[src/trr_pkg.sv]
`default_nettype none
package trr_pkg;

	localparam int unsigned QUEUE_DEPTH = 4;

	localparam logic [29:0] NS_PER_S    = 30'd1000000000;
	localparam logic [63:0] PKT_SCALE   = 64'd65536000000000;
	localparam logic [63:0] MBIT_SCALE  = 64'd524288000;
	localparam logic [63:0] USAGE_SCALE = 64'd6553600;

	localparam logic [31:0] INTERVAL_RESET = 32'd1;
	localparam logic [24:0] CAPACITY_RESET = 25'd65536;

	localparam logic [1:0] CFG_INTERVAL  = 2'd0;
	localparam logic [1:0] CFG_CAPACITY  = 2'd1;
	localparam logic [1:0] CFG_START_S   = 2'd2;
	localparam logic [1:0] CFG_START_NS  = 2'd3;

	localparam logic [1:0] CMD_PACKET  = 2'd0;
	localparam logic [1:0] CMD_EXPIRE  = 2'd1;
	localparam logic [1:0] CMD_OBSERVE = 2'd2;

	typedef enum logic [1:0] {
		OP_PACKET,
		OP_EXPIRE,
		OP_OBSERVE,
		OP_BAD
	} op_t;

	typedef enum logic [1:0] {
		STAT_OK,
		STAT_INVALID,
		STAT_OVERFLOW,
		STAT_BACKWARDS
	} status_t;

	typedef struct packed {
		op_t         op;
		logic [15:0] snap_len;
		logic [15:0] frame_len;
		logic [15:0] expired_flows;
		logic [31:0] now_seconds;
		logic [29:0] now_nanoseconds;
		logic [23:0] active_flows;
	} entry_t;

	typedef struct packed {
		status_t     status;
		logic        reported;
		logic [31:0] elapsed_sec;
		logic [29:0] elapsed_nanos;
		logic [63:0] interval_packets;
		logic [63:0] interval_captured_bytes;
		logic [63:0] interval_wire_bytes;
		logic [63:0] interval_expired;
		logic [63:0] packet_rate;
		logic [63:0] captured_mbps;
		logic [63:0] wire_mbps;
		logic [22:0] usage_percent;
	} result_t;

	typedef struct packed {
		logic        start;
		logic [63:0] a;
		logic [63:0] b;
		logic [63:0] d;
	} md_req_t;

	typedef struct packed {
		logic        done;
		logic [63:0] q;
	} md_rsp_t;

	typedef enum logic [2:0] {
		MD_IDLE,
		MD_MUL,
		MD_CHK,
		MD_DIV,
		MD_DONE
	} md_state_t;

	typedef enum logic [2:0] {
		BK_IDLE,
		BK_TIME,
		BK_START,
		BK_WAIT,
		BK_DONE
	} bk_state_t;

endpackage
`default_nettype wire

[src/trr_muldiv.sv]
`default_nettype none
module trr_muldiv import trr_pkg::*; (
	input  logic    clk,
	input  logic    arst_n,
	input  md_req_t req,
	output md_rsp_t rsp
);

	md_state_t    st_q, st_d;
	logic [63:0]  a_q, a_d;
	logic [127:0] bsh_q, bsh_d;
	logic [127:0] acc_q, acc_d;
	logic [63:0]  d_q, d_d;
	logic [63:0]  q_q, q_d;
	logic [5:0]   cnt_q, cnt_d;
	logic [64:0]  rem;
	logic [64:0]  rem_sub;
	logic         take;

	assign rsp.done = (st_q == MD_DONE);
	assign rsp.q    = q_q;

	assign rem     = {acc_q[127:63]};
	assign rem_sub = rem - {1'b0, d_q};
	assign take    = (rem >= {1'b0, d_q});

	always_ff @(posedge clk or negedge arst_n) begin
		if (!arst_n) begin
			st_q <= MD_IDLE;
		end else begin
			st_q <= st_d;
		end
	end

	always_ff @(posedge clk) begin
		a_q   <= a_d;
		bsh_q <= bsh_d;
		acc_q <= acc_d;
		d_q   <= d_d;
		q_q   <= q_d;
		cnt_q <= cnt_d;
	end

	always_comb begin
		st_d  = st_q;
		a_d   = a_q;
		bsh_d = bsh_q;
		acc_d = acc_q;
		d_d   = d_q;
		q_d   = q_q;
		cnt_d = cnt_q;
		unique case (st_q)
			MD_IDLE: begin
				if (req.start) begin
					a_d   = req.a;
					bsh_d = {64'd0, req.b};
					acc_d = '0;
					d_d   = req.d;
					cnt_d = '0;
					st_d  = MD_MUL;
				end
			end
			MD_MUL: begin
				if (a_q[0]) begin
					acc_d = acc_q + bsh_q;
				end
				a_d   = a_q >> 1;
				bsh_d = bsh_q << 1;
				cnt_d = cnt_q + 1'b1;
				if (cnt_q == 6'd63) begin
					st_d = MD_CHK;
				end
			end
			MD_CHK: begin
				cnt_d = '0;
				if (acc_q[127:64] >= d_q) begin
					q_d  = '1;
					st_d = MD_DONE;
				end else begin
					q_d  = '0;
					st_d = MD_DIV;
				end
			end
			MD_DIV: begin
				acc_d = {(take ? rem_sub[63:0] : rem[63:0]), acc_q[62:0], 1'b0};
				q_d   = {q_q[62:0], take};
				cnt_d = cnt_q + 1'b1;
				if (cnt_q == 6'd63) begin
					st_d = MD_DONE;
				end
			end
			MD_DONE: begin
				st_d = MD_IDLE;
			end
			default: begin
				st_d = MD_IDLE;
			end
		endcase
	end

endmodule
`default_nettype wire

[config.mk]
export PLATFORM = sky130hd
export DESIGN_NAME = trr_muldiv
export DESIGN_NICKNAME = d
export VERILOG_FILES = /design/src/trr_pkg.sv /design/src/trr_muldiv.sv
export SDC_FILE = /design/constraint.sdc
export NUM_CORES = 1
export LEC_CHECK = 0
export BUFFER_PORTS_ARGS = -buffer_cell sky130_fd_sc_hd__buf_2
export CORE_ASPECT_RATIO = 0.9
export CORE_MARGIN = 5
export CORE_UTILIZATION = 35
export CTS_BUF_LIST = sky130_fd_sc_hd__clkbuf_8
export DETAILED_ROUTE_END_ITERATION = 8
export GPL_ROUTABILITY_DRIVEN = 0
export PLACE_DENSITY = 0.49
export SYNTH_ARGS = -nofsm -noshare
export SYNTH_HDL_FRONTEND = slang
export SYNTH_SLANG_ARGS = --single-unit
[constraint.sdc]
create_clock -name clk -period 31.9 [get_ports clk]
set_input_delay 4.785 -clock clk [delete_from_list [all_inputs] [get_ports clk]]
set_output_delay 4.785 -clock clk [all_outputs]
set_load 0.01 [all_outputs]
==> results of run 1 <==
[registers in the layout (all words and copies together), names as in the netlist]
name,flops
acc_q,128
bsh_q,128
a_q,64
d_q,64
q_q,64
cnt_q,6
st_q,3
[path summary, 6_finish.rpt]
check / end / from / cells past startpoint / slack [ns]
worst max-delay path: rsp[64] / st_q[2] / 2 / 25.35
worst min-delay path: a_q[61] / a_q[62] / 2 / 0.50
worst max register to register: acc_q[105] / acc_q[75] / 12 / 26.57
worst min register to register: a_q[61] / a_q[62] / 2 / 0.50
max in group asynchronous: st_q[0] / arst_n / 1 / 27.86
min in group asynchronous: st_q[1] / arst_n / 1 / 3.88
[worst min-delay path: cells and delay by family (launching register included)]
kind / cells / cell delay [ns]
flops: 1 / 0.32
simple gates: 2 / 0.09
[per-layer routing]
metal / vias up / share of wire
li1: 13600 / -
met1: 12900 / 0.51
met2: 722 / 0.40
met3: 144 / 0.063
met4: 8 / 0.028
met5: - / 0.00066
[cell type report]
class	count	share of cell area
repair buffers	282	0.0409
multi-input cells	2820	0.481
inverters	140	0.0145
flip-flops and latches	457	0.376
clock inverters	64	0.0115
well taps	1242	0.0426
diodes	2	0.000137
clock buffers	90	0.0339
[metrics by stage]
| stage | area, um^2 | setup slack, ns | hold slack [ns] | std cells | utilization |
|---|---|---|---|---|---|
| after floorplan | 32500 | 12.65 | 0.484 | 3617 | - |
| after global placement | 34900 | 25.23 | 0.489 | 4941 | 0.376 |
| after detailed placement | 34900 | 25.23 | 0.495 | 4941 | 0.376 |
| after CTS | 36500 | 25.27 | 0.503 | 5095 | 0.394 |
| after global routing | 36500 | 25.23 | 0.525 | 5096 | 0.394 |
| final | 36500 | 25.35 | 0.496 | 5097 | 0.394 |
[cells in the mapped netlist, types with 5 or more instances]
master	n	area, um^2
a211oi_1	33	248
a21boi_0	11	82.6
a21o_1	115	863
a21oi_1	377	1890
a221o_1	6	60.1
a221oi_1	5	43.8
a22oi_1	7	52.6
a31o_2	6	52.6
a31oi_1	27	169
and2_1	11	68.8
and3_1	75	469
buf_1	6	22.5
buf_2	9	45.0
buf_4	5	37.5
clkbuf_1	178	668
edfxtp_1	454	13600
ha_1	256	3200
inv_1	139	522
mux2i_1	25	250
nand2_1	665	2500
nand2b_1	13	81.3
nand3_1	39	195
nand4_1	111	694
nor2_1	254	953
nor2b_1	20	125
nor3_1	44	220
nor3b_1	5	37.5
nor4_1	17	106
o211a_1	6	60.1
o211ai_1	27	203
o21a_1	87	653
o21ai_0	192	961
o21ai_1	16	80.1
o21bai_1	62	465
o221ai_1	9	78.8
o22ai_1	14	87.6
o31ai_1	16	120
o41ai_1	5	43.8
or2_2	7	43.8
or3_1	13	81.3
or4_1	7	52.6
xnor2_1	108	946
xor2_1	66	578
[cells by family after synthesis]
family	count (synthesis)	synth area share
buffers and inverters	340	0.0406
adders and majority gates	258	0.0998
DFF	457	0.422
xor gates and xnor gates	174	0.0469
muxes	28	0.00874
and+or+nand+nor	1295	0.177
AOI/OAI and AO/OA	1065	0.205
==> results.ini, run 1 <==
[setup_path]
crit_arrival_ns = 1.76
setup.worst_path.end_class = primary output
cp_cell_sequence = and2_1 -> buf_2
crit_buf_inv = 1
critPathRequiredTime_ns = 27.12
path_class = reg2out
cp_max_fo = 9
slowest_delay_ns = 0.69
cp_slowest_cell = dfrtp_1
cpLargestDelayFamily = flip-flops
cp-start-kind = flip-flop

[clock_network]
cts_max_level = 3
clock_path_buffers = 3
numCtsBuffers = 87
postCtsHoldBufs = 0
clk_latency_ns = 0.71
cts_tree = yes
clk_pin_slew_ns = 0.06
cts_root_buf = clkbuf_8
cts.repair.resized = 0
clkSinkCount = 457
post-cts-setup-buffers = 0

[logic_synthesis]
synth_nets = 4070
yosysSeqAreaShare = 0.422
synth_top_flop_cell = edfxtp_1
syn_area_um2 = 32500
ys_ff_latch = 457
synthArstFlopShare = 0.00656
syn_area_per_cell_um2 = 8.99
synth_cells = 3617
synth.distinct_cells = 79
synth_edf_count = 454
ys_warn_count = 0

[sta]
maxSlewViolCount = 0
period_share = 0.205
clock_skew_ns = 0.0514
tightest_slew_ns = 1.11
final-setup-viol-count = 0
setup_tns_ns = 0
min_period_ns = 6.55
max_freq_mhz = 153
relSlewSlack = 0.260
hold_viol_final = 0
grt_setup_unrepaired = false

[global_routing]
grtUsageMet2 = 0.277
grt_busiest_layer = met1
grt_max_degree = 193
grt_use_total = 0.193
first_global_vias = 26500
grtUsageMet3 = 0.0374
grt_pass1_wl_um = 154000
grt-ovfl-total = 0
grt_use_met1 = 0.293
antenna_found_initial = 6

[detailed_routing]
antenna_left = 0
drc = 0
finalWirelength_um = 99400
dr.first_iter.drc_count = 1880
wl_per_cell_um = 19.5
vias = 27400
vias_per_cell = 5.38
dr.pass1.iters = 5

[floorplan]
start_util = 0.351
ioPinCount = 260
die_w_um = 331
rows = 106
fp.dieH_um = 299
core_um2 = 92600
die_area_um2 = 99100

[cells_and_area]
layout-drive-gt1-share = 0.113
fill_cells = 9613
final_common_cell = nand2_1
multiInputGateArea_um2 = 17600
final_cell_mix = 662 x nand2_1, 454 x edfxtp_1, 376 x a21oi_1
syn_to_final_growth_pct = 12.3
final_nets = 4241
regArea_um2 = 13700

[place]
numPortBuffers = 259
dp_hpwl_um = 73700

[job]
drv_cap = 0

[min_path]
min_path_type = reg2reg

[outcome]
status = finished, final reports clean

Power of run 1 is left out: the tool's default activity adds up to more than one toggle a clock period on the data nets, which glitch-free logic cannot reach.
==> run 2: changes to the inputs <==
==> constraint.sdc (replaced) <==
create_clock -name clk -period 6.9 [get_ports clk]
set_input_delay 1.035 -clock clk [delete_from_list [all_inputs] [get_ports clk]]
set_output_delay 1.035 -clock clk [all_outputs]
set_load 0.01 [all_outputs]
==> results.ini, run 2 (synthesis gave the netlist of run 1 again) <==
[outcome]
status = finished, final reports clean

[global_routing]
first_global_vias = 27000  ; +1.9%
grt_pass1_wl_um = 161000  ; +4.3%
grt_max_degree = 89  ; -54%
grt-ovfl-total = 0  ; unchanged
grt_use_total = 0.203  ; +0.0105
antenna_found_initial = 18  ; +12

[clock_network]
clock_path_buffers = 3  ; unchanged
post-cts-setup-buffers = 0  ; unchanged
cts_max_level = 3  ; unchanged
cts_tree = yes
postCtsHoldBufs = 0  ; unchanged
cts.repair.resized = 0  ; unchanged
numCtsBuffers = 89  ; +2.3%
clk_pin_slew_ns = 0.06  ; about the same
cts_root_buf = clkbuf_8
clkSinkCount = 457  ; unchanged
clk_latency_ns = 0.77  ; +0.06 ns

[cells_and_area]
finish.utilization = 0.395  ; about the same
final_cell_mix = 662 x nand2_1, 454 x edfxtp_1, 376 x a21oi_1
layout-drive-gt1-share = 0.114  ; +0.00112
reg_top3 = acc_q x128, bsh_q x128
final_nets = 4247  ; +0.14%
syn_to_final_growth_pct = 12.4  ; about the same
final_common_cell = nand2_1

[floorplan]
die_area_um2 = 99100  ; unchanged
ioPinCount = 260  ; unchanged
fp.dieH_um = 299  ; unchanged
start_util = 0.351  ; unchanged
die_w_um = 331  ; unchanged
rows = 106  ; unchanged
core_um2 = 92600  ; unchanged

[sta]
period_share = 0.751
hold_viol_final = 0  ; unchanged
min_period_ns = 5.19
setup_slack_ns = 1.71  ; -23.64 ns
setup_tns_ns = 0  ; unchanged
tightest_slew_ns = 1.01  ; -0.0982 ns
max_freq_mhz = 193
maxSlewViolCount = 0  ; unchanged
grt_setup_unrepaired = false
relSlewSlack = 0.326  ; +0.0654
final-setup-viol-count = 0  ; unchanged
clock_skew_ns = 0.0579  ; +0.00658 ns

[setup_path]
crit_buf_inv = 1  ; unchanged
crit_arrival_ns = 5.81  ; +4.05 ns
cp_max_fo = 35  ; +26
path_class = reg2reg
critPathRequiredTime_ns = 7.52  ; -19.60 ns
slowest_delay_ns = 0.73  ; +0.04 ns
cp-start-kind = flip-flop
cp_slowest_cell = or4_1
setup.worst_path.end_class = flip-flop
cp_cell_sequence = ha_1 -> nand2_1 -> nor3_1 -> nand3_1 -> or4_1 -> o21ai_1 -> nor3b_1 -> a21oi_4 -> buf_4 -> nand2_2 -> or3_1 -> o2111ai_1 -> a41o_1
cpLargestDelayFamily = simple AND/OR/NAND/NOR gates

[detailed_routing]
drc = 0  ; unchanged
vias_per_cell = 5.44  ; +1.1%
dr.pass1.iters = 6  ; +1
wl_per_cell_um = 20.5  ; +5.1%
antenna_left = 0  ; unchanged
finalWirelength_um = 105000  ; +5.3%
dr.first_iter.drc_count = 2290  ; +22%
vias = 27800  ; +1.4%

[place]
dp_hpwl_um = 77800  ; +5.5%
preCtsSetupSlack_ns = 1.77  ; -23.45 ns
numPortBuffers = 259  ; unchanged

[job]
drv_cap = 0  ; unchanged

[min_path]
min_path_type = in2async

[run 2: cell count changes in the layout (fill, tap and decap cells not counted), sizes merged]
cell,before,now
inv,177,168
clkbuf,90,92
buf,282,286
clkinv,20,30
diode,2,8
bufinv,5,4
[run 2: area by class of cell]
| cell class | count | area, um^2 |
|---|---|---|
| Clock inverter | 64 | 390 |
| Tap cell | 1242 | 1550 |
| Clock buffer | 92 | 1270 |
| Fill cell | 9583 | 56000 |
| Multi-Input combinational cell | 2820 | 17600 |
| Timing Repair Buffer | 286 | 1510 |
| Sequential cell | 457 | 13700 |
| Inverter | 140 | 528 |
| Antenna cell | 8 | 20.0 |
[run 2: path summary, 6_finish.rpt]
| check | from | depth (start not counted) | slack, ns | to |
|---|---|---|---|---|
| max in group asynchronous | arst_n | 1 | 6.68 | st_q[1] |
| min in group clk | req[33] | 1 | 0.45 | d_q[33] |
| setup / recovery | acc_q[83] | 13 | 1.71 | acc_q[120] |
| hold / removal | arst_n | 1 | 0.08 | st_q[0] |
| setup reg to reg | acc_q[83] | 13 | 1.71 | acc_q[120] |
| hold reg to reg | a_q[17] | 2 | 0.50 | a_q[16] |
[run 2: worst reg2reg max path, cell delays in order (launching register included)]
cell and delay, ns:
edfxtp_1 0.52, ha_1 0.46, nand2_1 0.17, nor3_1 0.47, nand3_1 0.27, or4_1 0.73
o21ai_1 0.22, nor3b_1 0.11, a21oi_4 0.70, buf_4 0.56, nand2_2 0.22, or3_1 0.38
o2111ai_1 0.10, a41o_1 0.12
[run 2: through the flow]
| stage | hold slack (ns) | instances | cell area, um^2 |
|---|---|---|---|
| 2_1_floorplan | 0.484 | 3617 | 32500 |
| 3_3_place_gp | 0.487 | 4945 | 34900 |
| 3_5_place_dp | 0.493 | 4945 | 34900 |
| 4_1_cts | 0.0177 | 5101 | 36500 |
| 5_1_grt | 0.0178 | 5105 | 36500 |
| 6_report | 0.0829 | 5109 | 36500 |
[run 2: routing by layer]
metal,track usage,part of all wire
met1,0.304,0.49
met2,0.291,0.41
met3,0.0491,0.075
met4,0.0583,0.027
met5,0,0.0014
Power of run 2 is left out for the same reason.
