[src/trr_pkg.sv]
`default_nettype none
package trr_pkg;

	localparam int unsigned QUEUE_DEPTH = 4;

	localparam logic [29:0] NS_PER_S    = 30'd1000000000;
	localparam logic [63:0] PKT_SCALE   = 64'd65536000000000;
	localparam logic [63:0] MBIT_SCALE  = 64'd524288000;
	localparam logic [63:0] USAGE_SCALE = 64'd6553600;

	localparam logic [31:0] INTERVAL_RESET = 32'd1;
	localparam logic [24:0] CAPACITY_RESET = 25'd65536;

	localparam logic [1:0] CFG_INTERVAL  = 2'd0;
	localparam logic [1:0] CFG_CAPACITY  = 2'd1;
	localparam logic [1:0] CFG_START_S   = 2'd2;
	localparam logic [1:0] CFG_START_NS  = 2'd3;

	localparam logic [1:0] CMD_PACKET  = 2'd0;
	localparam logic [1:0] CMD_EXPIRE  = 2'd1;
	localparam logic [1:0] CMD_OBSERVE = 2'd2;

	typedef enum logic [1:0] {
		OP_PACKET,
		OP_EXPIRE,
		OP_OBSERVE,
		OP_BAD
	} op_t;

	typedef enum logic [1:0] {
		STAT_OK,
		STAT_INVALID,
		STAT_OVERFLOW,
		STAT_BACKWARDS
	} status_t;

	typedef struct packed {
		op_t         op;
		logic [15:0] snap_len;
		logic [15:0] frame_len;
		logic [15:0] expired_flows;
		logic [31:0] now_seconds;
		logic [29:0] now_nanoseconds;
		logic [23:0] active_flows;
	} entry_t;

	typedef struct packed {
		status_t     status;
		logic        reported;
		logic [31:0] elapsed_sec;
		logic [29:0] elapsed_nanos;
		logic [63:0] interval_packets;
		logic [63:0] interval_captured_bytes;
		logic [63:0] interval_wire_bytes;
		logic [63:0] interval_expired;
		logic [63:0] packet_rate;
		logic [63:0] captured_mbps;
		logic [63:0] wire_mbps;
		logic [22:0] usage_percent;
	} result_t;

	typedef struct packed {
		logic        start;
		logic [63:0] a;
		logic [63:0] b;
		logic [63:0] d;
	} md_req_t;

	typedef struct packed {
		logic        done;
		logic [63:0] q;
	} md_rsp_t;

	typedef enum logic [2:0] {
		MD_IDLE,
		MD_MUL,
		MD_CHK,
		MD_DIV,
		MD_DONE
	} md_state_t;

	typedef enum logic [2:0] {
		BK_IDLE,
		BK_TIME,
		BK_START,
		BK_WAIT,
		BK_DONE
	} bk_state_t;

endpackage
`default_nettype wire

[src/trr_out_if.sv]
`default_nettype none
interface trr_out_if;
	logic        valid;
	logic        ready;
	logic [1:0]  status;
	logic        reported;
	logic [31:0] elapsed_sec;
	logic [29:0] elapsed_nanos;
	logic [63:0] interval_packets;
	logic [63:0] interval_captured_bytes;
	logic [63:0] interval_wire_bytes;
	logic [63:0] interval_expired;
	logic [63:0] packet_rate;
	logic [63:0] captured_mbps;
	logic [63:0] wire_mbps;
	logic [22:0] usage_percent;

	modport source (output valid, status, reported, elapsed_sec, elapsed_nanos,
		interval_packets, interval_captured_bytes, interval_wire_bytes, interval_expired,
		packet_rate, captured_mbps, wire_mbps, usage_percent, input ready);
	modport sink (input valid, status, reported, elapsed_sec, elapsed_nanos,
		interval_packets, interval_captured_bytes, interval_wire_bytes, interval_expired,
		packet_rate, captured_mbps, wire_mbps, usage_percent, output ready);
endinterface
`default_nettype wire

[src/trr_back.sv]
`default_nettype none
module trr_back import trr_pkg::*; (
	input  logic        clk,
	input  logic        arst_n,
	input  logic        cfg_we,
	input  logic [1:0]  cfg_index,
	input  logic [31:0] cfg_data,
	input  logic        q_empty,
	input  entry_t      head,
	output logic        pop,
	output md_req_t     md_req,
	input  md_rsp_t     md_rsp,
	trr_out_if.source   results
);

	logic [31:0] interval_q;
	logic [24:0] cap_q;
	logic [31:0] base_s_q;
	logic [29:0] base_ns_q;
	logic [63:0] tot_q      [4];
	logic [63:0] base_tot_q [4];

	logic [31:0] es_q;
	logic [29:0] ens_q;
	logic [63:0] t_q;
	logic [63:0] d_q [4];
	logic [63:0] qres_q [4];
	logic [23:0] act_q;
	logic [31:0] now_s_q;
	logic [29:0] now_ns_q;
	logic [1:0]  job_q;

	bk_state_t st_q, st_d;
	result_t   out_q, res;
	logic      ov_q;
	logic      out_free;
	logic      out_we, upd_pkt, upd_exp, obs_load, t_load, rate_we, obs_done;

	logic [64:0] pkt_sum, cap_sum, wire_sum, exp_sum;
	logic        pkt_ovf, exp_ovf;
	logic [31:0] es_raw, es_b;
	logic [29:0] ens_b;
	logic        borrow, invalid, backwards, notdue;
	logic [61:0] t_prod;

	assign out_free = !ov_q || results.ready;

	assign pkt_sum  = {1'b0, tot_q[0]} + 65'd1;
	assign cap_sum  = {1'b0, tot_q[1]} + {49'd0, head.snap_len};
	assign wire_sum = {1'b0, tot_q[2]} + {49'd0, head.frame_len};
	assign exp_sum  = {1'b0, tot_q[3]} + {49'd0, head.expired_flows};
	assign pkt_ovf  = pkt_sum[64] || cap_sum[64] || wire_sum[64];
	assign exp_ovf  = exp_sum[64];

	assign invalid = (interval_q == '0) || (cap_q == '0) || (base_ns_q >= NS_PER_S) ||
		(head.now_nanoseconds >= NS_PER_S) || ({1'b0, head.active_flows} > cap_q);
	assign borrow    = head.now_nanoseconds < base_ns_q;
	assign backwards = (head.now_seconds < base_s_q) ||
		((head.now_seconds == base_s_q) && borrow);
	assign es_raw = head.now_seconds - base_s_q;
	assign notdue = (es_raw < interval_q) || ((es_raw == interval_q) && borrow);
	assign es_b   = es_raw - {31'd0, borrow};
	assign ens_b  = borrow ? (head.now_nanoseconds + NS_PER_S - base_ns_q)
		: (head.now_nanoseconds - base_ns_q);

	assign t_prod = 62'(es_q) * 62'(NS_PER_S);

	always_comb begin
		md_req.start = (st_q == BK_START);
		md_req.b     = MBIT_SCALE;
		md_req.d     = t_q;
		case (job_q)
			2'd0: begin
				md_req.a = d_q[0];
				md_req.b = PKT_SCALE;
			end
			2'd1: md_req.a = d_q[1];
			2'd2: md_req.a = d_q[2];
			default: begin
				md_req.a = {40'd0, act_q};
				md_req.b = USAGE_SCALE;
				md_req.d = {39'd0, cap_q};
			end
		endcase
	end

	always_ff @(posedge clk or negedge arst_n) begin
		if (!arst_n) begin
			st_q <= BK_IDLE;
		end else begin
			st_q <= st_d;
		end
	end

	always_comb begin
		st_d     = st_q;
		pop      = 1'b0;
		out_we   = 1'b0;
		upd_pkt  = 1'b0;
		upd_exp  = 1'b0;
		obs_load = 1'b0;
		t_load   = 1'b0;
		rate_we  = 1'b0;
		obs_done = 1'b0;
		res      = '0;
		unique case (st_q)
			BK_IDLE: begin
				if (!q_empty && out_free) begin
					pop    = 1'b1;
					out_we = 1'b1;
					unique case (head.op)
						OP_PACKET: begin
							if (pkt_ovf) begin
								res.status = STAT_OVERFLOW;
							end else begin
								upd_pkt = 1'b1;
							end
						end
						OP_EXPIRE: begin
							if (exp_ovf) begin
								res.status = STAT_OVERFLOW;
							end else begin
								upd_exp = 1'b1;
							end
						end
						OP_OBSERVE: begin
							if (invalid) begin
								res.status = STAT_INVALID;
							end else if (backwards) begin
								res.status = STAT_BACKWARDS;
							end else if (!notdue) begin
								out_we   = 1'b0;
								obs_load = 1'b1;
								st_d     = BK_TIME;
							end
						end
						default: res.status = STAT_INVALID;
					endcase
				end
			end
			BK_TIME: begin
				t_load = 1'b1;
				st_d   = BK_START;
			end
			BK_START: begin
				st_d = BK_WAIT;
			end
			BK_WAIT: begin
				if (md_rsp.done) begin
					rate_we = 1'b1;
					st_d    = (job_q == 2'd3) ? BK_DONE : BK_START;
				end
			end
			BK_DONE: begin
				if (out_free) begin
					out_we   = 1'b1;
					obs_done = 1'b1;
					st_d     = BK_IDLE;
					res.status                  = STAT_OK;
					res.reported                = 1'b1;
					res.elapsed_sec             = es_q;
					res.elapsed_nanos           = ens_q;
					res.interval_packets        = d_q[0];
					res.interval_captured_bytes = d_q[1];
					res.interval_wire_bytes     = d_q[2];
					res.interval_expired        = d_q[3];
					res.packet_rate             = qres_q[0];
					res.captured_mbps           = qres_q[1];
					res.wire_mbps               = qres_q[2];
					res.usage_percent           = qres_q[3][22:0];
				end
			end
			default: st_d = BK_IDLE;
		endcase
	end

	always_ff @(posedge clk or negedge arst_n) begin
		if (!arst_n) begin
			interval_q <= INTERVAL_RESET;
			cap_q      <= CAPACITY_RESET;
			base_s_q   <= '0;
			base_ns_q  <= '0;
			for (int i = 0; i < 4; i++) begin
				tot_q[i]      <= '0;
				base_tot_q[i] <= '0;
			end
			job_q <= '0;
			ov_q  <= 1'b0;
		end else begin
			if (cfg_we) begin
				unique case (cfg_index)
					CFG_INTERVAL: interval_q <= cfg_data;
					CFG_CAPACITY: cap_q      <= cfg_data[24:0];
					CFG_START_S:  base_s_q   <= cfg_data;
					CFG_START_NS: base_ns_q  <= cfg_data[29:0];
					default: ;
				endcase
			end
			if (upd_pkt) begin
				tot_q[0] <= pkt_sum[63:0];
				tot_q[1] <= cap_sum[63:0];
				tot_q[2] <= wire_sum[63:0];
			end
			if (upd_exp) begin
				tot_q[3] <= exp_sum[63:0];
			end
			if (obs_load) begin
				job_q <= '0;
			end else if (rate_we) begin
				job_q <= job_q + 1'b1;
			end
			if (obs_done) begin
				base_s_q  <= now_s_q;
				base_ns_q <= now_ns_q;
				for (int i = 0; i < 4; i++) begin
					base_tot_q[i] <= tot_q[i];
				end
			end
			if (out_we) begin
				ov_q <= 1'b1;
			end else if (results.ready) begin
				ov_q <= 1'b0;
			end
		end
	end

	always_ff @(posedge clk) begin
		if (obs_load) begin
			es_q     <= es_b;
			ens_q    <= ens_b;
			act_q    <= head.active_flows;
			now_s_q  <= head.now_seconds;
			now_ns_q <= head.now_nanoseconds;
			for (int i = 0; i < 4; i++) begin
				d_q[i] <= tot_q[i] - base_tot_q[i];
			end
		end
		if (t_load) begin
			t_q <= {2'b00, t_prod} + {34'd0, ens_q};
		end
		if (rate_we) begin
			qres_q[job_q] <= md_rsp.q;
		end
		if (out_we) begin
			out_q <= res;
		end
	end

	assign results.valid                   = ov_q;
	assign results.status                  = out_q.status;
	assign results.reported                = out_q.reported;
	assign results.elapsed_sec             = out_q.elapsed_sec;
	assign results.elapsed_nanos           = out_q.elapsed_nanos;
	assign results.interval_packets        = out_q.interval_packets;
	assign results.interval_captured_bytes = out_q.interval_captured_bytes;
	assign results.interval_wire_bytes     = out_q.interval_wire_bytes;
	assign results.interval_expired        = out_q.interval_expired;
	assign results.packet_rate             = out_q.packet_rate;
	assign results.captured_mbps           = out_q.captured_mbps;
	assign results.wire_mbps               = out_q.wire_mbps;
	assign results.usage_percent           = out_q.usage_percent;

endmodule
`default_nettype wire

[src/flat_wrapper.sv]
// flat-port wrapper written by rule: the top's interface ports become plain ports
module trr_back_flat import trr_pkg::*;
  (clk, arst_n, cfg_we, cfg_index, cfg_data, q_empty, head, pop, md_req, md_rsp, results_valid, results_status, results_reported, results_elapsed_sec, results_elapsed_nanos, results_interval_packets, results_interval_captured_bytes, results_interval_wire_bytes, results_interval_expired, results_packet_rate, results_captured_mbps, results_wire_mbps, results_usage_percent, results_ready);
  trr_out_if results_i ();
  input  logic clk;
  input  logic arst_n;
  input  logic cfg_we;
  input  logic [1:0] cfg_index;
  input  logic [31:0] cfg_data;
  input  logic q_empty;
  input  entry_t head;
  output logic pop;
  output md_req_t md_req;
  input  md_rsp_t md_rsp;
  output wire logic [$bits(results_i.valid)-1:0] results_valid;
  output wire logic [$bits(results_i.status)-1:0] results_status;
  output wire logic [$bits(results_i.reported)-1:0] results_reported;
  output wire logic [$bits(results_i.elapsed_sec)-1:0] results_elapsed_sec;
  output wire logic [$bits(results_i.elapsed_nanos)-1:0] results_elapsed_nanos;
  output wire logic [$bits(results_i.interval_packets)-1:0] results_interval_packets;
  output wire logic [$bits(results_i.interval_captured_bytes)-1:0] results_interval_captured_bytes;
  output wire logic [$bits(results_i.interval_wire_bytes)-1:0] results_interval_wire_bytes;
  output wire logic [$bits(results_i.interval_expired)-1:0] results_interval_expired;
  output wire logic [$bits(results_i.packet_rate)-1:0] results_packet_rate;
  output wire logic [$bits(results_i.captured_mbps)-1:0] results_captured_mbps;
  output wire logic [$bits(results_i.wire_mbps)-1:0] results_wire_mbps;
  output wire logic [$bits(results_i.usage_percent)-1:0] results_usage_percent;
  input wire logic [$bits(results_i.ready)-1:0] results_ready;
  assign results_valid = results_i.valid;
  assign results_status = results_i.status;
  assign results_reported = results_i.reported;
  assign results_elapsed_sec = results_i.elapsed_sec;
  assign results_elapsed_nanos = results_i.elapsed_nanos;
  assign results_interval_packets = results_i.interval_packets;
  assign results_interval_captured_bytes = results_i.interval_captured_bytes;
  assign results_interval_wire_bytes = results_i.interval_wire_bytes;
  assign results_interval_expired = results_i.interval_expired;
  assign results_packet_rate = results_i.packet_rate;
  assign results_captured_mbps = results_i.captured_mbps;
  assign results_wire_mbps = results_i.wire_mbps;
  assign results_usage_percent = results_i.usage_percent;
  assign results_i.ready = results_ready;
  trr_back u_core (.clk(clk), .arst_n(arst_n), .cfg_we(cfg_we), .cfg_index(cfg_index), .cfg_data(cfg_data), .q_empty(q_empty), .head(head), .pop(pop), .md_req(md_req), .md_rsp(md_rsp), .results(results_i));
endmodule
[config.mk]
export PLATFORM = sky130hd
export DESIGN_NAME = trr_back_flat
export DESIGN_NICKNAME = d
export VERILOG_FILES = /design/src/trr_pkg.sv /design/src/trr_out_if.sv /design/src/trr_back.sv /design/src/flat_wrapper.sv
export SDC_FILE = /design/constraint.sdc
export NUM_CORES = 2
export LEC_CHECK = 0
export BUFFER_PORTS_ARGS = -buffer_cell sky130_fd_sc_hd__buf_2
export CAP_MARGIN = 10
export CORE_MARGIN = 3
export CORE_UTILIZATION = 49
export CTS_CLUSTER_SIZE = 28
export DETAILED_ROUTE_END_ITERATION = 6
export PLACE_DENSITY = 0.81
export SYNTH_ARGS = -nofsm -noshare
export SYNTH_HDL_FRONTEND = slang
export SYNTH_SLANG_ARGS = --single-unit
[constraint.sdc]
create_clock -name clk -period 19.4 [get_ports clk]
set_input_delay 0.97 -clock clk [delete_from_list [all_inputs] [get_ports clk]]
set_output_delay 0.97 -clock clk [all_outputs]
set_load 0.02 [all_outputs]
==> results.json <==
{
  "skew_ns": 0.0622,
  "violations": "design-rule violations",
  "synthArstFlopShare": 0.343,
  "multi_input_area_um2": 49300,
  "start_util": 0.496,
  "synth_area_um2": 107000,
  "cp_max_fo": 7,
  "rows": 170,
  "total_power_mw": 13.8,
  "cp.buffers_inverters": 4,
  "rsz0062_at_grt": "false",
  "utilization": 0.561,
  "num_vias": 77900,
  "worstSetupEndpointType": "register",
  "fill_cells": 18000,
  "clockBufferDepth": 3,
  "cts_setup_buffers": 0,
  "drv_cap": 0,
  "leakage_nw": 54.4,
  "crit_chain": "inv_1, fa_1, fa_1, fa_1, fa_1, fa_1, inv_1, fa_1, inv_1, fa_1, inv_1, ha_1, and3_1, and2_1, nand4_1, a2111oi_0, nor2_1, xnor2_1, nand4b_1, a2111oi_1, nand3_1, nor4_2, nand4_1, xnor2_1",
  "yosysWarnings": 0,
  "clock_tree.root_cell": "clkbuf_16",
  "drc": 5,
  "p_int_mw": 8.67,
  "combPwrFrac": 0.354,
  "synthDistinctLibCells": 90,
  "cp_slowest_stage_delay_ns": 0.89,
  "status": "finished, violations left",
  "io_buffers": 924,
  "wl_per_cell_um": 24.2,
  "grt_max_degree": 274,
  "powerDensity_nw_per_um2": 114,
  "tns_ns": 0,
  "first_pass_iters": 7,
  "ir_worst_vdd_mv": 0.106,
  "switching_share": 0.372,
  "ys.flop_type": "edfxtp_1",
  "syn2layout_area_growth_pct": 13.1,
  "syn_avg_cell_area_um2": 11.0,
  "holdWs_ns": 0.150,
  "antenna_found_initial": 42,
  "drv_slew": 0,
  "clk_pin_slew_ns": 0.07,
  "crit_slowest_cell": "a2111oi_1",
  "die_w_um": 473,
  "drive_gt1_frac": 0.134,
  "cp-start-kind": "register",
  "slew_headroom": 0.178,
  "ys_seq_area_frac": 0.491,
  "viasPerCell": 5.73,
  "cts_sinks": 1855,
  "grt_overflow": 0,
  "place_ws_ns": 10.19,
  "hold_class": "in2async",
  "insertion_delay_ns": 0.88,
  "grt_pass1_vias": 76700,
  "worstPathRequired_ns": 19.96,
  "seqPwrFrac": 0.365,
  "fin_crit_ns": 9.37,
  "numCtsBuffers": 195,
  "htreeDepth": 4,
  "gp_congestion": 0.973,
  "hold_viol_final": 0,
  "worst_pin_slew_ns": 1.22,
  "holdBufCountCts": 0,
  "cts-resized-gates": 0,
  "fin_nets": 11900,
  "postLayoutSetupSlackWorst_ns": 10.03,
  "crit_top_cell": "fa_1",
  "syn_inst": 9740,
  "p_switching_mw": 5.14,
  "finalCritPeriodShare": 0.483,
  "arrival_ns": 9.93,
  "core_region_area_um2": 216000,
  "layout.area.seq_um2": 52500,
  "cp_top_family": "adder cells",
  "synth_seq_cells": 1855,
  "cts_tree": "done",
  "grtUsageTotal": 0.288,
  "fp.dieH_um": 473,
  "grt_pass1_wl_mm": 487,
  "synth_edf_count": 1218,
  "postRouteAntennaNets": 0,
  "wirelength_mm": 329,
  "die-area_um2": 224000,
  "io_pins": 971,
  "place_hpwl_mm": 257,
  "setup_violations": 0,
  "fmax_ghz": 0.107,
  "path_class": "reg2reg",
  "p_clk_frac": 0.281,
  "drt_iter0_drc": 7338
}
-- state kept, by name (all words and copies together) (netlist names), 63 cells and up --
| signal | count |
|---|---|
| u_core.d_q | 256 |
| u_core.tot_q | 256 |
| u_core.results.interval_wire_bytes | 64 |
| u_core.qres_q | 215 |
| u_core.results.packet_rate | 64 |
| u_core.results.captured_mbps | 64 |
| u_core.results.interval_captured_bytes | 64 |
| u_core.results.interval_expired | 64 |
| u_core.t_q | 63 |
| u_core.base_tot_q | 256 |
| u_core.results.wire_mbps | 64 |
| u_core.results.interval_packets | 64 |
-- synthesized netlist by cell type (64+ instances only) --
master    number  area [um^2]
a21o_1       272         2040
a21oi_1      484         2420
a222oi_1      64          641
and2_1       559         3500
and3_1       103          644
clkbuf_1     316         1190
dfrtp_1      635        15900
edfxtp_1    1218        36600
fa_1         339         6790
ha_1         752         9410
inv_1       1019         3820
mux2_2        67          754
mux2i_1       71          711
nand2_1      773         2900
nand3_1      202         1010
nand4_1      120          751
nor2_1       426         1600
nor2b_1      110          688
nor3_1       103          515
o21ai_0      632         3160
xnor2_1      419         3670
xor2_1       252         2210
-- layout make-up --
class / count / share of cell area
sequential: 1855 / 0.434
multi-input combinational: 6520 / 0.407
clock buffer: 240 / 0.0432
timing repair buffer: 990 / 0.0428
inverter: 1021 / 0.0317
tap: 2838 / 0.0293
clock inverter: 127 / 0.0118
antenna: 16 / 0.000331
-- power groups by stage --
| stage | clock (mW) | sequential (mW) | combinational (mW) |
|---|---|---|---|
| 2_1_floorplan | 0 | 5.21 | 3.17 |
| 3_3_place_gp | 0 | 5.10 | 4.74 |
| 3_5_place_dp | 0 | 5.12 | 4.83 |
| 4_1_cts | 3.94 | 5.04 | 4.86 |
| 5_1_grt | 4.10 | 5.08 | 5.33 |
| 6_report | 3.88 | 5.04 | 4.89 |
-- logic make-up (layout without fill, tap and decap cells) --
| logic type | count (synthesis) | after routing | share of synthesized area |
|---|---|---|---|
| AOI/OAI and AO/OA | 1941 | 1941 | 0.113 |
| xor gates and xnor gates | 671 | 671 | 0.0549 |
| adders and majority gates | 1091 | 1091 | 0.151 |
| buffers and inverters | 1410 | 2378 | 0.0516 |
| DFF | 1855 | 1855 | 0.491 |
| muxes | 139 | 139 | 0.0138 |
| other | 1 | 62 | 0.0000350 |
| and+or+nand+nor | 2632 | 2632 | 0.124 |
-- worst register-to-register path: cells and delay by family (launching register included) --
family	cells	cell delay (ns)
AND/OR/NAND/NOR	8	1.87
AO/OA/AOI/OAI	2	1.60
buffers and inverters	4	0.38
adder cells (fa/ha/maj)	8	4.12
flip-flops	1	0.55
XOR/XNOR	2	0.57
-- cell usage in the layout, fill, tap and decap left out, types with 425 or more instances in the layout --
master       n
nand2_1    772
ha_1       748
edfxtp_1  1218
nor2_1     425
buf_2      924
dfrtp_1    635
and2_1     556
inv_1     1017
o21ai_0    632
a21oi_1    482
-- through the flow --
stage | cell area, um^2 | std cells
after floorplan | 107000 | 9785
after global placement | 114000 | 13200
after detailed placement | 114000 | 13200
after CTS | 121000 | 13600
after global routing | 121000 | 13600
final | 121000 | 13600
-- path summary, 6_finish.rpt --
check	cells after the start	from	slack (ns)	endpoint
max	24	u_core.es_q[10]$_DFFE_PP_	10.03	u_core.t_q[61]$_DFFE_PN_
min	1	arst_n	0.15	u_core.base_ns_q[1]$_DFFE_PN0P_
max reg2reg	24	u_core.es_q[10]$_DFFE_PP_	10.03	u_core.t_q[61]$_DFFE_PN_
min reg2reg	0	u_core.ens_q[5]$_DFFE_PP_	0.45	u_core.t_q[5]$_DFFE_PN_
max in group asynchronous	4	arst_n	15.83	u_core.tot_q[169]$_DFFE_PN0P_
min in group clk	1	head[1]	0.31	u_core.act_q[1]$_DFFE_PP_
-- layer usage --
layer,vias up,global-route usage,share of wire
met4,14,0.130,0.051
met1,38600,0.392,0.42
met5,-,0,0.00026
met3,560,0.0470,0.075
met2,3194,0.454,0.46
li1,35600,-,-
Power figures use the tool's default switching activity.
