`src/trr_pkg.sv`:
```
`default_nettype none
package trr_pkg;

	localparam int unsigned QUEUE_DEPTH = 4;

	localparam logic [29:0] NS_PER_S    = 30'd1000000000;
	localparam logic [63:0] PKT_SCALE   = 64'd65536000000000;
	localparam logic [63:0] MBIT_SCALE  = 64'd524288000;
	localparam logic [63:0] USAGE_SCALE = 64'd6553600;

	localparam logic [31:0] INTERVAL_RESET = 32'd1;
	localparam logic [24:0] CAPACITY_RESET = 25'd65536;

	localparam logic [1:0] CFG_INTERVAL  = 2'd0;
	localparam logic [1:0] CFG_CAPACITY  = 2'd1;
	localparam logic [1:0] CFG_START_S   = 2'd2;
	localparam logic [1:0] CFG_START_NS  = 2'd3;

	localparam logic [1:0] CMD_PACKET  = 2'd0;
	localparam logic [1:0] CMD_EXPIRE  = 2'd1;
	localparam logic [1:0] CMD_OBSERVE = 2'd2;

	typedef enum logic [1:0] {
		OP_PACKET,
		OP_EXPIRE,
		OP_OBSERVE,
		OP_BAD
	} op_t;

	typedef enum logic [1:0] {
		STAT_OK,
		STAT_INVALID,
		STAT_OVERFLOW,
		STAT_BACKWARDS
	} status_t;

	typedef struct packed {
		op_t         op;
		logic [15:0] snap_len;
		logic [15:0] frame_len;
		logic [15:0] expired_flows;
		logic [31:0] now_seconds;
		logic [29:0] now_nanoseconds;
		logic [23:0] active_flows;
	} entry_t;

	typedef struct packed {
		status_t     status;
		logic        reported;
		logic [31:0] elapsed_sec;
		logic [29:0] elapsed_nanos;
		logic [63:0] interval_packets;
		logic [63:0] interval_captured_bytes;
		logic [63:0] interval_wire_bytes;
		logic [63:0] interval_expired;
		logic [63:0] packet_rate;
		logic [63:0] captured_mbps;
		logic [63:0] wire_mbps;
		logic [22:0] usage_percent;
	} result_t;

	typedef struct packed {
		logic        start;
		logic [63:0] a;
		logic [63:0] b;
		logic [63:0] d;
	} md_req_t;

	typedef struct packed {
		logic        done;
		logic [63:0] q;
	} md_rsp_t;

	typedef enum logic [2:0] {
		MD_IDLE,
		MD_MUL,
		MD_CHK,
		MD_DIV,
		MD_DONE
	} md_state_t;

	typedef enum logic [2:0] {
		BK_IDLE,
		BK_TIME,
		BK_START,
		BK_WAIT,
		BK_DONE
	} bk_state_t;

endpackage
`default_nettype wire

```
`src/trr_queue.sv`:
```
`default_nettype none
module trr_queue import trr_pkg::*; #(
	parameter int unsigned DEPTH = QUEUE_DEPTH
) (
	input  logic   clk,
	input  logic   arst_n,
	input  logic   push,
	input  entry_t wdata,
	output logic   full,
	input  logic   pop,
	output logic   empty,
	output entry_t rdata
);

	localparam int unsigned PW = (DEPTH > 1) ? $clog2(DEPTH) : 1;
	localparam int unsigned CW = $clog2(DEPTH + 1);
	localparam logic [PW-1:0] LAST = PW'(DEPTH - 1);

	entry_t          mem_q [DEPTH];
	logic [PW-1:0]   wr_ptr_q;
	logic [PW-1:0]   rd_ptr_q;
	logic [CW-1:0]   count_q;

	assign full  = (count_q == CW'(DEPTH));
	assign empty = (count_q == '0);
	assign rdata = mem_q[rd_ptr_q];

	always_ff @(posedge clk) begin
		if (push) begin
			mem_q[wr_ptr_q] <= wdata;
		end
	end

	always_ff @(posedge clk or negedge arst_n) begin
		if (!arst_n) begin
			wr_ptr_q <= '0;
			rd_ptr_q <= '0;
			count_q  <= '0;
		end else begin
			if (push) begin
				wr_ptr_q <= (wr_ptr_q == LAST) ? '0 : wr_ptr_q + 1'b1;
			end
			if (pop) begin
				rd_ptr_q <= (rd_ptr_q == LAST) ? '0 : rd_ptr_q + 1'b1;
			end
			if (push && !pop) begin
				count_q <= count_q + 1'b1;
			end else if (pop && !push) begin
				count_q <= count_q - 1'b1;
			end
		end
	end

endmodule
`default_nettype wire

```
`config.mk`:
```
export PLATFORM = sky130hd
export DESIGN_NAME = trr_queue
export DESIGN_NICKNAME = d
export VERILOG_FILES = /design/src/trr_pkg.sv /design/src/trr_queue.sv
export SDC_FILE = /design/constraint.sdc
export NUM_CORES = 1
export LEC_CHECK = 0
export ABC_AREA = 1
export BUFFER_PORTS_ARGS = -buffer_cell sky130_fd_sc_hd__buf_2
export CAP_MARGIN = 25
export CORE_MARGIN = 5
export CORE_UTILIZATION = 55
export DETAILED_ROUTE_END_ITERATION = 8
export PLACE_DENSITY_LB_ADDON = 0.25
export SYNTH_ARGS = -nofsm -noshare
export SYNTH_HDL_FRONTEND = slang
export SYNTH_SLANG_ARGS = --single-unit
```
`constraint.sdc`:
```
create_clock -name clk -period 4.6 [get_ports clk]
set_input_delay 0.23 -clock clk [delete_from_list [all_inputs] [get_ports clk]]
set_output_delay 0.23 -clock clk [all_outputs]
set_load 0.05 [all_outputs]
```
==> results of run 1 <==
synth_stat cells:
cell type  count  share of area, %
nand4_1        1             0.028
xnor2_1        1             0.040
dfrtp_1        7              0.79
nand3_1        1             0.023
fa_1           1             0.090
o211ai_1     215               7.3
nand2_1      423               7.2
o211ai_2      57               3.2
buf_2         44              0.99
buf_1          2             0.034
inv_2          1             0.017
nor2_1         2             0.034
clkbuf_1      27              0.46
edfxtp_1     544                74
nor3_1         2             0.045
inv_1        284               4.8
buf_6         12              0.61
buf_4          5              0.17
o21ai_0        4             0.090
ha_1           6              0.34
report_power, final:
| group | internal (uW) | switching, uW | total, uW |
|---|---|---|---|
| Combinational | 1690 | 5910 | 7600 |
| Clock | 2580 | 1740 | 4330 |
| Sequential | 6440 | 207 | 6640 |
| Total | 10700 | 7860 | 18600 |
sequential cells by signal, summed over array words and instances (netlist names):
| name | cells |
|---|---|
| wr_ptr_q | 2 |
| count_q | 3 |
| mem_q | 544 |
| rd_ptr_q | 2 |
per-stage QoR:
step / power, uW / instances
after detailed placement: 14300 / 2369
after floorplan: 12500 / 1639
after CTS: 18700 / 2608
after global placement: 14200 / 2368
final: 18600 / 2613
after global routing: 19500 / 2611
worst paths after layout:
check / endpoint / cells past startpoint / slack [ns] / start
min in group asynchronous: count_q[1]$_DFFE_PN0P_ / 3 / 0.64 / arst_n
hold / removal: mem_q[0][113]$_DFFE_PP_ / 2 / 0.40 / wdata[113]
hold reg to reg: count_q[2]$_DFFE_PN0P_ / 2 / 0.59 / count_q[2]$_DFFE_PN0P_
setup / recovery: rdata[73] / 5 / 1.47 / rd_ptr_q[0]$_DFFE_PN0P_
max in group asynchronous: rd_ptr_q[1]$_DFFE_PN0P_ / 3 / 3.65 / arst_n
setup reg to reg: mem_q[1][81]$_DFFE_PP_ / 6 / 2.29 / wr_ptr_q[1]$_DFFE_PN0P_
layer usage:
layer | global-route usage [%] | part of all wire [%] | vias to the layer above
li1 | - | - | 6549
met3 | 4.28 | 6.2 | 71
met4 | 6.13 | 2.1 | 2
met2 | 34.3 | 49 | 345
met1 | 27.7 | 43 | 6575
met5 | 0 | 0.028 | -
cells in the final DEF, fill, tap and decap left out:
| cell | count |
|---|---|
| edfxtp_1 | 544 |
| dfrtp_4 | 1 |
| buf_12 | 7 |
| buf_2 | 277 |
| nor2_1 | 2 |
| xnor2_1 | 1 |
| o21ai_0 | 4 |
| o211ai_2 | 57 |
| clkbuf_16 | 55 |
| nand2_1 | 423 |
| o211ai_1 | 215 |
| inv_1 | 279 |
| buf_16 | 1 |
| clkinv_2 | 9 |
| nor3_1 | 2 |
| nand4_1 | 1 |
| dfrtp_1 | 6 |
| nand3_1 | 1 |
| bufinv_16 | 5 |
| clkinv_1 | 5 |
| ha_1 | 6 |
| clkbuf_8 | 7 |
| fa_1 | 1 |
| clkbuf_1 | 17 |
| dlygate4sd3_1 | 140 |
| diode_2 | 5 |
| buf_4 | 10 |
| inv_6 | 6 |
| inv_8 | 1 |
final cells by class:
type                       count  area share (%)
sequential                   551            60.8
multi-input combinational    713            15.0
timing repair buffer         435            11.2
clock buffer                  79            5.66
inverter                     285            4.06
tap                          525            2.42
clock inverter                20           0.821
antenna                        5          0.0461
what timing repair did:
| item | CTS | global route |
|---|---|---|
| hold endpoints to repair | 554 | 0 |
| setup endpoints to repair | 0 | 0 |
| buffers inserted | 0 | 0 |
| hold buffers | 140 | 0 |
cell families (layout without fill, tap and decap cells):
kind of cell,count (synthesis),in the layout,share of synthesized area [%]
DFF,551,551,74.5
and+or+nand+nor,429,429,7.30
buffers and inverters,375,819,7.09
AOI/OAI and AO/OA,276,276,10.6
adders and majority gates,7,7,0.429
xor gates and xnor gates,1,1,0.0395
other,0,5,0
==> summary.md, run 1 <==
| Metric | Value |
|---|---|
| Status | finished, final reports clean |
| Fillcell total | 2,676 |
| Clk sink count | 551 |
| Post-CTS Resized | 0 |
| Pleak | 0.0110 uW |
| CP Capture Type | output port |
| Max cap viols | 0 |
| Setup CP Type | flip-flop to output port |
| Worst skew pair latency | 0.58 ns |
| Initial Util | 55.6% |
| Yosys warnings | 0 |
| CP Cell Sequence | inv_8, buf_4, o211ai_1, nand2_1, buf_2 |
| Die area | 44,400 um^2 |
| Sequential area share after synthesis | 74.5% |
| Synth Register Bits | 551 |
| Cell count after synthesis | 1,639 |
| Drt drc | 0 |
| H-tree depth | 2 |
| Final setup TNS | 0 ns |
| ANT nets after route | 0 |
| CP max stage cell | inv_8 |
| Core outline area | 39,800 um^2 |
| DR iter-0 viols | 943 |
| Largest fanout on the critical path | 163 |
| HP Class | primary input to flip-flop |
| Largest net degree at the start of global routing | 164 |
| CP Launch Type | flip-flop |
| Chip Width | 211 um |
| Final Hold Viols | 0 |
| CTS tree | built |
| Hpwl dp | 26,300 um |
| Via count | 13,500 |
| Clock root buffer | clkbuf_16 |
| Distinct cells, synth | 20 |
| Fin Clk Skew | 0.0140 ns |
| Initial antenna violation count | 5 |
| I/O pin count | 278 |
| Area of the mapped netlist | 22,100 um^2 |
| Worst vdd ir | 0.000566 V |
| Design area | 27,100 um^2 |
| TritonCTS Buffers | 54 |
| Wirelength per Cell | 17.7 um |
| Dpl cell area | 24,000 um^2 |
| Die height | 211 um |
| Req. time, crit path | 4.37 ns |
| Layout Nets | 2,187 |
| Util after Layout | 68.2% |
| Hold_ws | 0.398 ns |
| Place WS | 2.11 ns |
| Routability cong. | 0.784 |
| Final WS setup | 1.47 ns |
| Num rows | 73 |
| Share of cells above drive strength 1 | 20.9% |
| Final wirelength | 46,300 um |
| Area of the multi-input gates | 4070 um^2 |
| Reg area | 16,500 um^2 |
| RSZ-0062 raised after global routing | no |
| Max incr delay on CP | 0.64 ns |
| Syn Area/Cell | 13.5 um^2 |
| Slew margin rel. | 32.4% |
| Arrival time worst endpoint | 2.90 ns |
| First-pass GRT wire length | 72,500 um |
| Final period utilization | 68.1% |
| Vias in the first global route | 13,600 |
| Synth-to-Final Area Change | 22.5% |
| Max frequency | 0.319 GHz |
| GRT Util Overall | 20.5% |
| Clock buffer depth | 3 |
| Vias per cell | 5.18 |
| Final worst path period need | 3.13 ns |
| Power per Cell Area | 684 nW/um^2 |
| Worst Tran Pin Value | 1.01 ns |
| Final setup fails | 0 |
| Clock transition at path regs | 0.06 ns |
| Crit-path leading delay family | buffers and inverters |
| TritonRoute pass-1 iters | 5 |
| Grt ovf | 0 |
| I/O Buffers | 277 |
| Crit path buf inv count | 3 |
| Mapped Nets | 1,786 |
| Pins over their slew limit | 0 |
Power figures use the tool's default switching activity.
==> run 2: changes to the inputs <==
Settings changed: CORE_UTILIZATION 55 to 52.
Clock period 4.6 ns to 2.8 ns, I/O delays scaled along.
==> summary.md, run 2 (synthesized netlist as in run 1, its figures left out) <==
| Metric | Value |
|---|---|
| Largest net degree at the start of global routing | 138 |
| Final Hold Viols | 0 |
| I/O pin count | 278 |
| TritonCTS Buffers | 54 |
| Fin Clk Skew | 0.0201 ns |
| Share of cells above drive strength 1 | 21.6% |
| Max frequency | 0.393 GHz |
| Util after Layout | 65.1% |
| Largest register FFs | 544 |
| Worst vdd ir | 0.000928 V |
| Design area | 27,400 um^2 |
| Status | finished, final reports clean |
| Vias per cell | 5.09 |
| First-pass GRT wire length | 73,100 um |
| ANT nets after route | 0 |
| Pleak | 0.0111 uW |
| Clk sink count | 551 |
| Commonest cells after routing, fill and taps aside | 544 x edfxtp_1, 419 x nand2_1, 278 x inv_1 |
| Largest fanout on the critical path | 74 |
| I/O Buffers | 277 |
| Gr busiest metal | met2 |
| Postcts setup bufs | 0 |
| Setup CP Type | flip-flop to output port |
| Arrival time worst endpoint | 2.41 ns |
| Final setup fails | 0 |
| RSZ-0062 raised after global routing | no |
| Wirelength per Cell | 17.4 um |
| Initial antenna violation count | 5 |
| CTS tree | built |
| Slew margin rel. | 48.2% |
| Layout Cells excl Fill | 2,640 |
| Pins over their slew limit | 0 |
| Final WS setup | 0.252 ns |
| DR iter-0 viols | 825 |
| Final period utilization | 91.0% |
| Chip Width | 216 um |
| Clock transition at path regs | 0.06 ns |
| Grt ovf | 0 |
| Place WS | 0.764 ns |
| Dpl cell area | 24,300 um^2 |
| Placed insts | 2,397 |
| Met1 usage | 25.5% |
| Via count | 13,400 |
| Synth-to-Final Area Change | 23.6% |
| Post-CTS Resized | 0 |
| H-tree depth | 2 |
| Die height | 216 um |
| Final wirelength | 45,900 um |
| Die area | 46,800 um^2 |
| Largest Register | mem_q |
| Final worst path period need | 2.55 ns |
| Total Power | 30,500 uW |
| Cells on worst reg2reg path | 4 |
| Most common cell after layout, fill and taps aside | edfxtp_1 |
| Clock root buffer | clkbuf_16 |
| CP Launch Type | flip-flop |
| Power per Cell Area | 1110 nW/um^2 |
| Core outline area | 42,000 um^2 |
| HP Class | primary input to flip-flop |
| Routability cong. | 0.760 |
| Initial Util | 52.7% |
| TritonRoute pass-1 iters | 5 |
| Drt drc | 0 |
| WHS Path Cells | 2 |
| Routing usage on met3 | 4.49% |
| CP Capture Type | output port |
| Hpwl dp | 26,600 um |
| Vias in the first global route | 13,700 |
| Met2 Usage GRT | 33.5% |
| Top Registers | mem_q x544, count_q x3 |
| Layout Nets | 2,201 |
| Worst skew pair latency | 0.59 ns |
| Num rows | 75 |
| Worst Tran Pin Value | 0.777 ns |
| Max cap viols | 0 |
| Clock buffer depth | 3 |
| GRT Util Overall | 19.6% |
| Req. time, crit path | 2.66 ns |
run 2: cell count changes in the layout (fill, tap and decap cells not counted), moves of 2 or more:
cell,delta
clkinvlp_4,+4
nand2_1,-4
clkbuf_8,-7
nand2_2,+4
ha_2,+3
buf_12,+14
inv_6,-5
clkinv_1,+7
ha_1,-3
clkbuf_16,+2
run 2: worst paths after layout:
kind	from	end	slack [ns]
setup / recovery	rd_ptr_q[0]$_DFFE_PN0P_	rdata[77]	0.25
hold / removal	wdata[99]	mem_q[1][99]$_DFFE_PP_	0.30
setup reg to reg	wr_ptr_q[0]$_DFFE_PN0P_	mem_q[3][65]$_DFFE_PP_	0.80
hold reg to reg	count_q[2]$_DFFE_PN0P_	count_q[2]$_DFFE_PN0P_	0.51
max in group asynchronous	arst_n	rd_ptr_q[1]$_DFFE_PN0P_	1.95
min in group asynchronous	arst_n	rd_ptr_q[0]$_DFFE_PN0P_	0.56
run 2: metrics by stage:
stage / hold WS, ns / setup TNS [ns]
floorplan: -0.156 / -144.96
global placement: -0.0162 / 0
detailed placement: -0.00849 / 0
CTS: 0.255 / 0
global route: 0.282 / 0
finish: 0.304 / 0
run 2: final cells by class:
| type | count | area [um^2] |
|---|---|---|
| Sequential cell | 551 | 16500 |
| Fill cell | 2993 | 14700 |
| Multi-Input combinational cell | 713 | 4090 |
| Timing Repair Buffer | 449 | 3290 |
| Clock buffer | 73 | 1490 |
| Inverter | 285 | 1100 |
| Tap cell | 539 | 674 |
| Clock inverter | 26 | 215 |
| Antenna cell | 4 | 10.0 |
run 2: critical path, stage by stage (launching register included):
cell,delay [ns]
dfrtp_1,0.46
inv_8,0.38
buf_12,0.38
o211ai_1,0.12
nand2_1,0.16
buf_2,0.29
run 2: per-layer routing:
metal  vias up  wire (um)
met3        54       2810
met4         2        810
met2       293      23000
li1       6605          -
met5         -         13
met1      6478      19400
run 2: timing repair:
action | 4_1_cts | 5_1_grt
hold endpoints to repair | 556 | 0
hold buffers | 140 | 0
setup endpoints to repair | 0 | 0
run 2: report_power, final:
group	switching [uW]	internal [uW]
Clock	2830	4070
Combinational	9710	2990
Sequential	332	10600
==> run 3: changes to the inputs <==
Settings changed: ABC_AREA 1 to default, CORE_UTILIZATION 52 to 55.
Clock period 2.8 ns to 3 ns, I/O delays scaled along.
==> summary.md, run 3 <==
| Metric | Value |
|---|---|
| Status | finished, final reports clean |
| Gr busiest metal | met2 |
| Initial Util | 55.3% |
| Final setup fails | 0 |
| Final setup TNS | 0 ns |
| Share of cells above drive strength 1 | 41.7% |
| Worst vdd ir | 0.000652 V |
| Fin Clk Skew | 0.00755 ns |
| Die area | 40,600 um^2 |
| Largest fanout on the critical path | 30 |
| Commonest cells after routing, fill and taps aside | 544 x edfxtp_1, 277 x buf_2, 140 x dlygate4sd3_1 |
| RSZ-0062 raised after global routing | no |
| ANT nets after route | 0 |
| Syn Area/Cell | 26.9 um^2 |
| Clk sink count | 551 |
| TritonCTS Buffers | 52 |
| Initial antenna violation count | 2 |
| Vias in the first global route | 10,600 |
| HP Class | primary input to flip-flop |
| Hpwl dp | 24,200 um |
| Largest net degree at the start of global routing | 40 |
| Top-count cell post-synth | edfxtp_1 |
| Most frequent cells after synthesis | 544 x edfxtp_1, 136 x mux4_2, 14 x buf_2, 11 x buf_12, 7 x dfrtp_1 |
| Die height | 201 um |
| Req. time, crit path | 2.85 ns |
| Final worst path period need | 2.65 ns |
| Area of the mapped netlist | 20,200 um^2 |
| Via count | 9,627 |
| Sequential area share after synthesis | 81.9% |
| Drt drc | 0 |
| Place WS | 0.881 ns |
| Yosys warnings | 0 |
| Final wirelength | 41,300 um |
| Cell taking the most area after synthesis | edfxtp_1 |
| Postcts setup bufs | 0 |
| Routing usage on met3 | 4.75% |
| Mapped Nets | 895 |
| Most common cell after layout, fill and taps aside | edfxtp_1 |
| Distinct cells, synth | 20 |
| Clock root buffer | clkbuf_16 |
| Chip Width | 201 um |
| Pins over their slew limit | 0 |
| Clock buffer depth | 3 |
| Largest register FFs | 544 |
| Synth Register Bits | 551 |
| Share of the synthesized area in the top cell type | 81.0% |
| Final Hold Viols | 0 |
| Pleak | 0.00879 uW |
| Max frequency | 0.378 GHz |
| I/O Buffers | 277 |
| Clock transition at path regs | 0.07 ns |
| Final period utilization | 88.2% |
| GRT Util Overall | 20.9% |
| Power per Cell Area | 1070 nW/um^2 |
| Post-synth EDFFs | 544 |
| CP Capture Type | output port |
| Synth async-reset ratio | 1.27% |
| Grt ovf | 0 |
| Met1 usage | 28.4% |
| Num rows | 70 |
| Slew margin rel. | 52.4% |
| Met2 Usage GRT | 34.4% |
| Setup CP Type | flip-flop to output port |
| Layout Cells excl Fill | 1,736 |
| Final WS setup | 0.353 ns |
| Synth Flop Type | edfxtp_1 |
| Layout Nets | 1,371 |
| Worst skew pair latency | 0.57 ns |
| Cell count after synthesis | 748 |
| Main area contributors after synthesis | edfxtp_1 81%, mux4_2 15%, buf_12 1.1%, dfrtp_1 0.87%, ha_1 0.37% |
| Top Registers | mem_q x544, count_q x3 |
| Placed insts | 1,498 |
| TritonRoute pass-1 iters | 4 |
| Routability cong. | 0.721 |
| Arrival time worst endpoint | 2.50 ns |
| Vias per cell | 5.55 |
| I/O pin count | 278 |
| Synth-to-Final Area Change | 25.7% |
| Largest Register | mem_q |
| Core outline area | 36,400 um^2 |
| Wirelength per Cell | 23.8 um |
| CTS tree | built |
| CP Launch Type | flip-flop |
| Max cap viols | 0 |
| # hold bufs at CTS | 140 |
| Worst Tran Pin Value | 0.714 ns |
| DR iter-0 viols | 670 |
| Post-CTS Resized | 0 |
| First-pass GRT wire length | 64,500 um |
| H-tree depth | 2 |
run 3: layout make-up:
type                    count  area [um^2]
flip-flops and latches    551        16500
fillers                  2200        11100
multi-input cells         162         3290
repair buffers            453         3250
clock buffers              55         1330
well taps                 468          586
clock inverters            41          338
inverters                   4         15.0
diodes                      2         5.00
run 3: cells by family (layout without fill, tap and decap cells):
family                   Yosys count  in the layout  share of synthesized area [%]
flip-flops                       551            551                           81.9
multiplexers                     139            139                           15.4
buffers and inverters             35            553                           1.79
AND/OR/NAND/NOR                   11             11                          0.279
adder cells (fa/ha/maj)            7              7                          0.472
XOR/XNOR                           3              3                          0.130
AO/OA/AOI/OAI                      2              2                         0.0497
other                              0              2                              0
run 3: path summary, 6_finish.rpt:
kind / startpoint / end / slack [ns] / cells after the start
max: rd_ptr_q[0]$_DFFE_PN0P_ / rdata[25] / 0.35 / 3
min: wdata[129] / mem_q[2][129]$_DFFE_PP_ / 0.32 / 2
max reg2reg: wr_ptr_q[0]$_DFFE_PN0P_ / mem_q[2][102]$_DFFE_PP_ / 1.01 / 4
min reg2reg: count_q[2]$_DFFE_PN0P_ / count_q[2]$_DFFE_PN0P_ / 0.49 / 1
max in group asynchronous: arst_n / rd_ptr_q[1]$_DFFE_PN0P_ / 2.14 / 3
min in group asynchronous: arst_n / count_q[2]$_DFFE_PN0P_ / 0.58 / 3
run 3: routing by layer:
metal,vias up,wire (um)
met1,4991,16300
met3,64,2790
met2,373,21200
met4,0,1040
li1,4199,-
met5,-,0
run 3: report_power, final:
part / switching [uW] / total [uW] / internal [uW]
registers: 506 / 10400 / 9850
clock network: 2680 / 6390 / 3720
logic: 7050 / 10300 / 3220
run 3: metrics by stage:
step	hold slack, ns	total power [uW]	cell area (um^2)	util (%)
2_1_floorplan	-0.146	18500	20200	-
3_3_place_gp	-0.00489	20600	22300	61.1
3_5_place_dp	-0.00527	20800	22300	61.1
4_1_cts	0.281	27300	25300	69.5
5_1_grt	0.307	28100	25300	69.5
6_report	0.323	27000	25300	69.5
run 3: worst max-delay path: stages, from the launching register on:
cell and delay, ns:
dfrtp_4 0.75, buf_12 0.33, mux4_2 0.58, buf_2 0.24
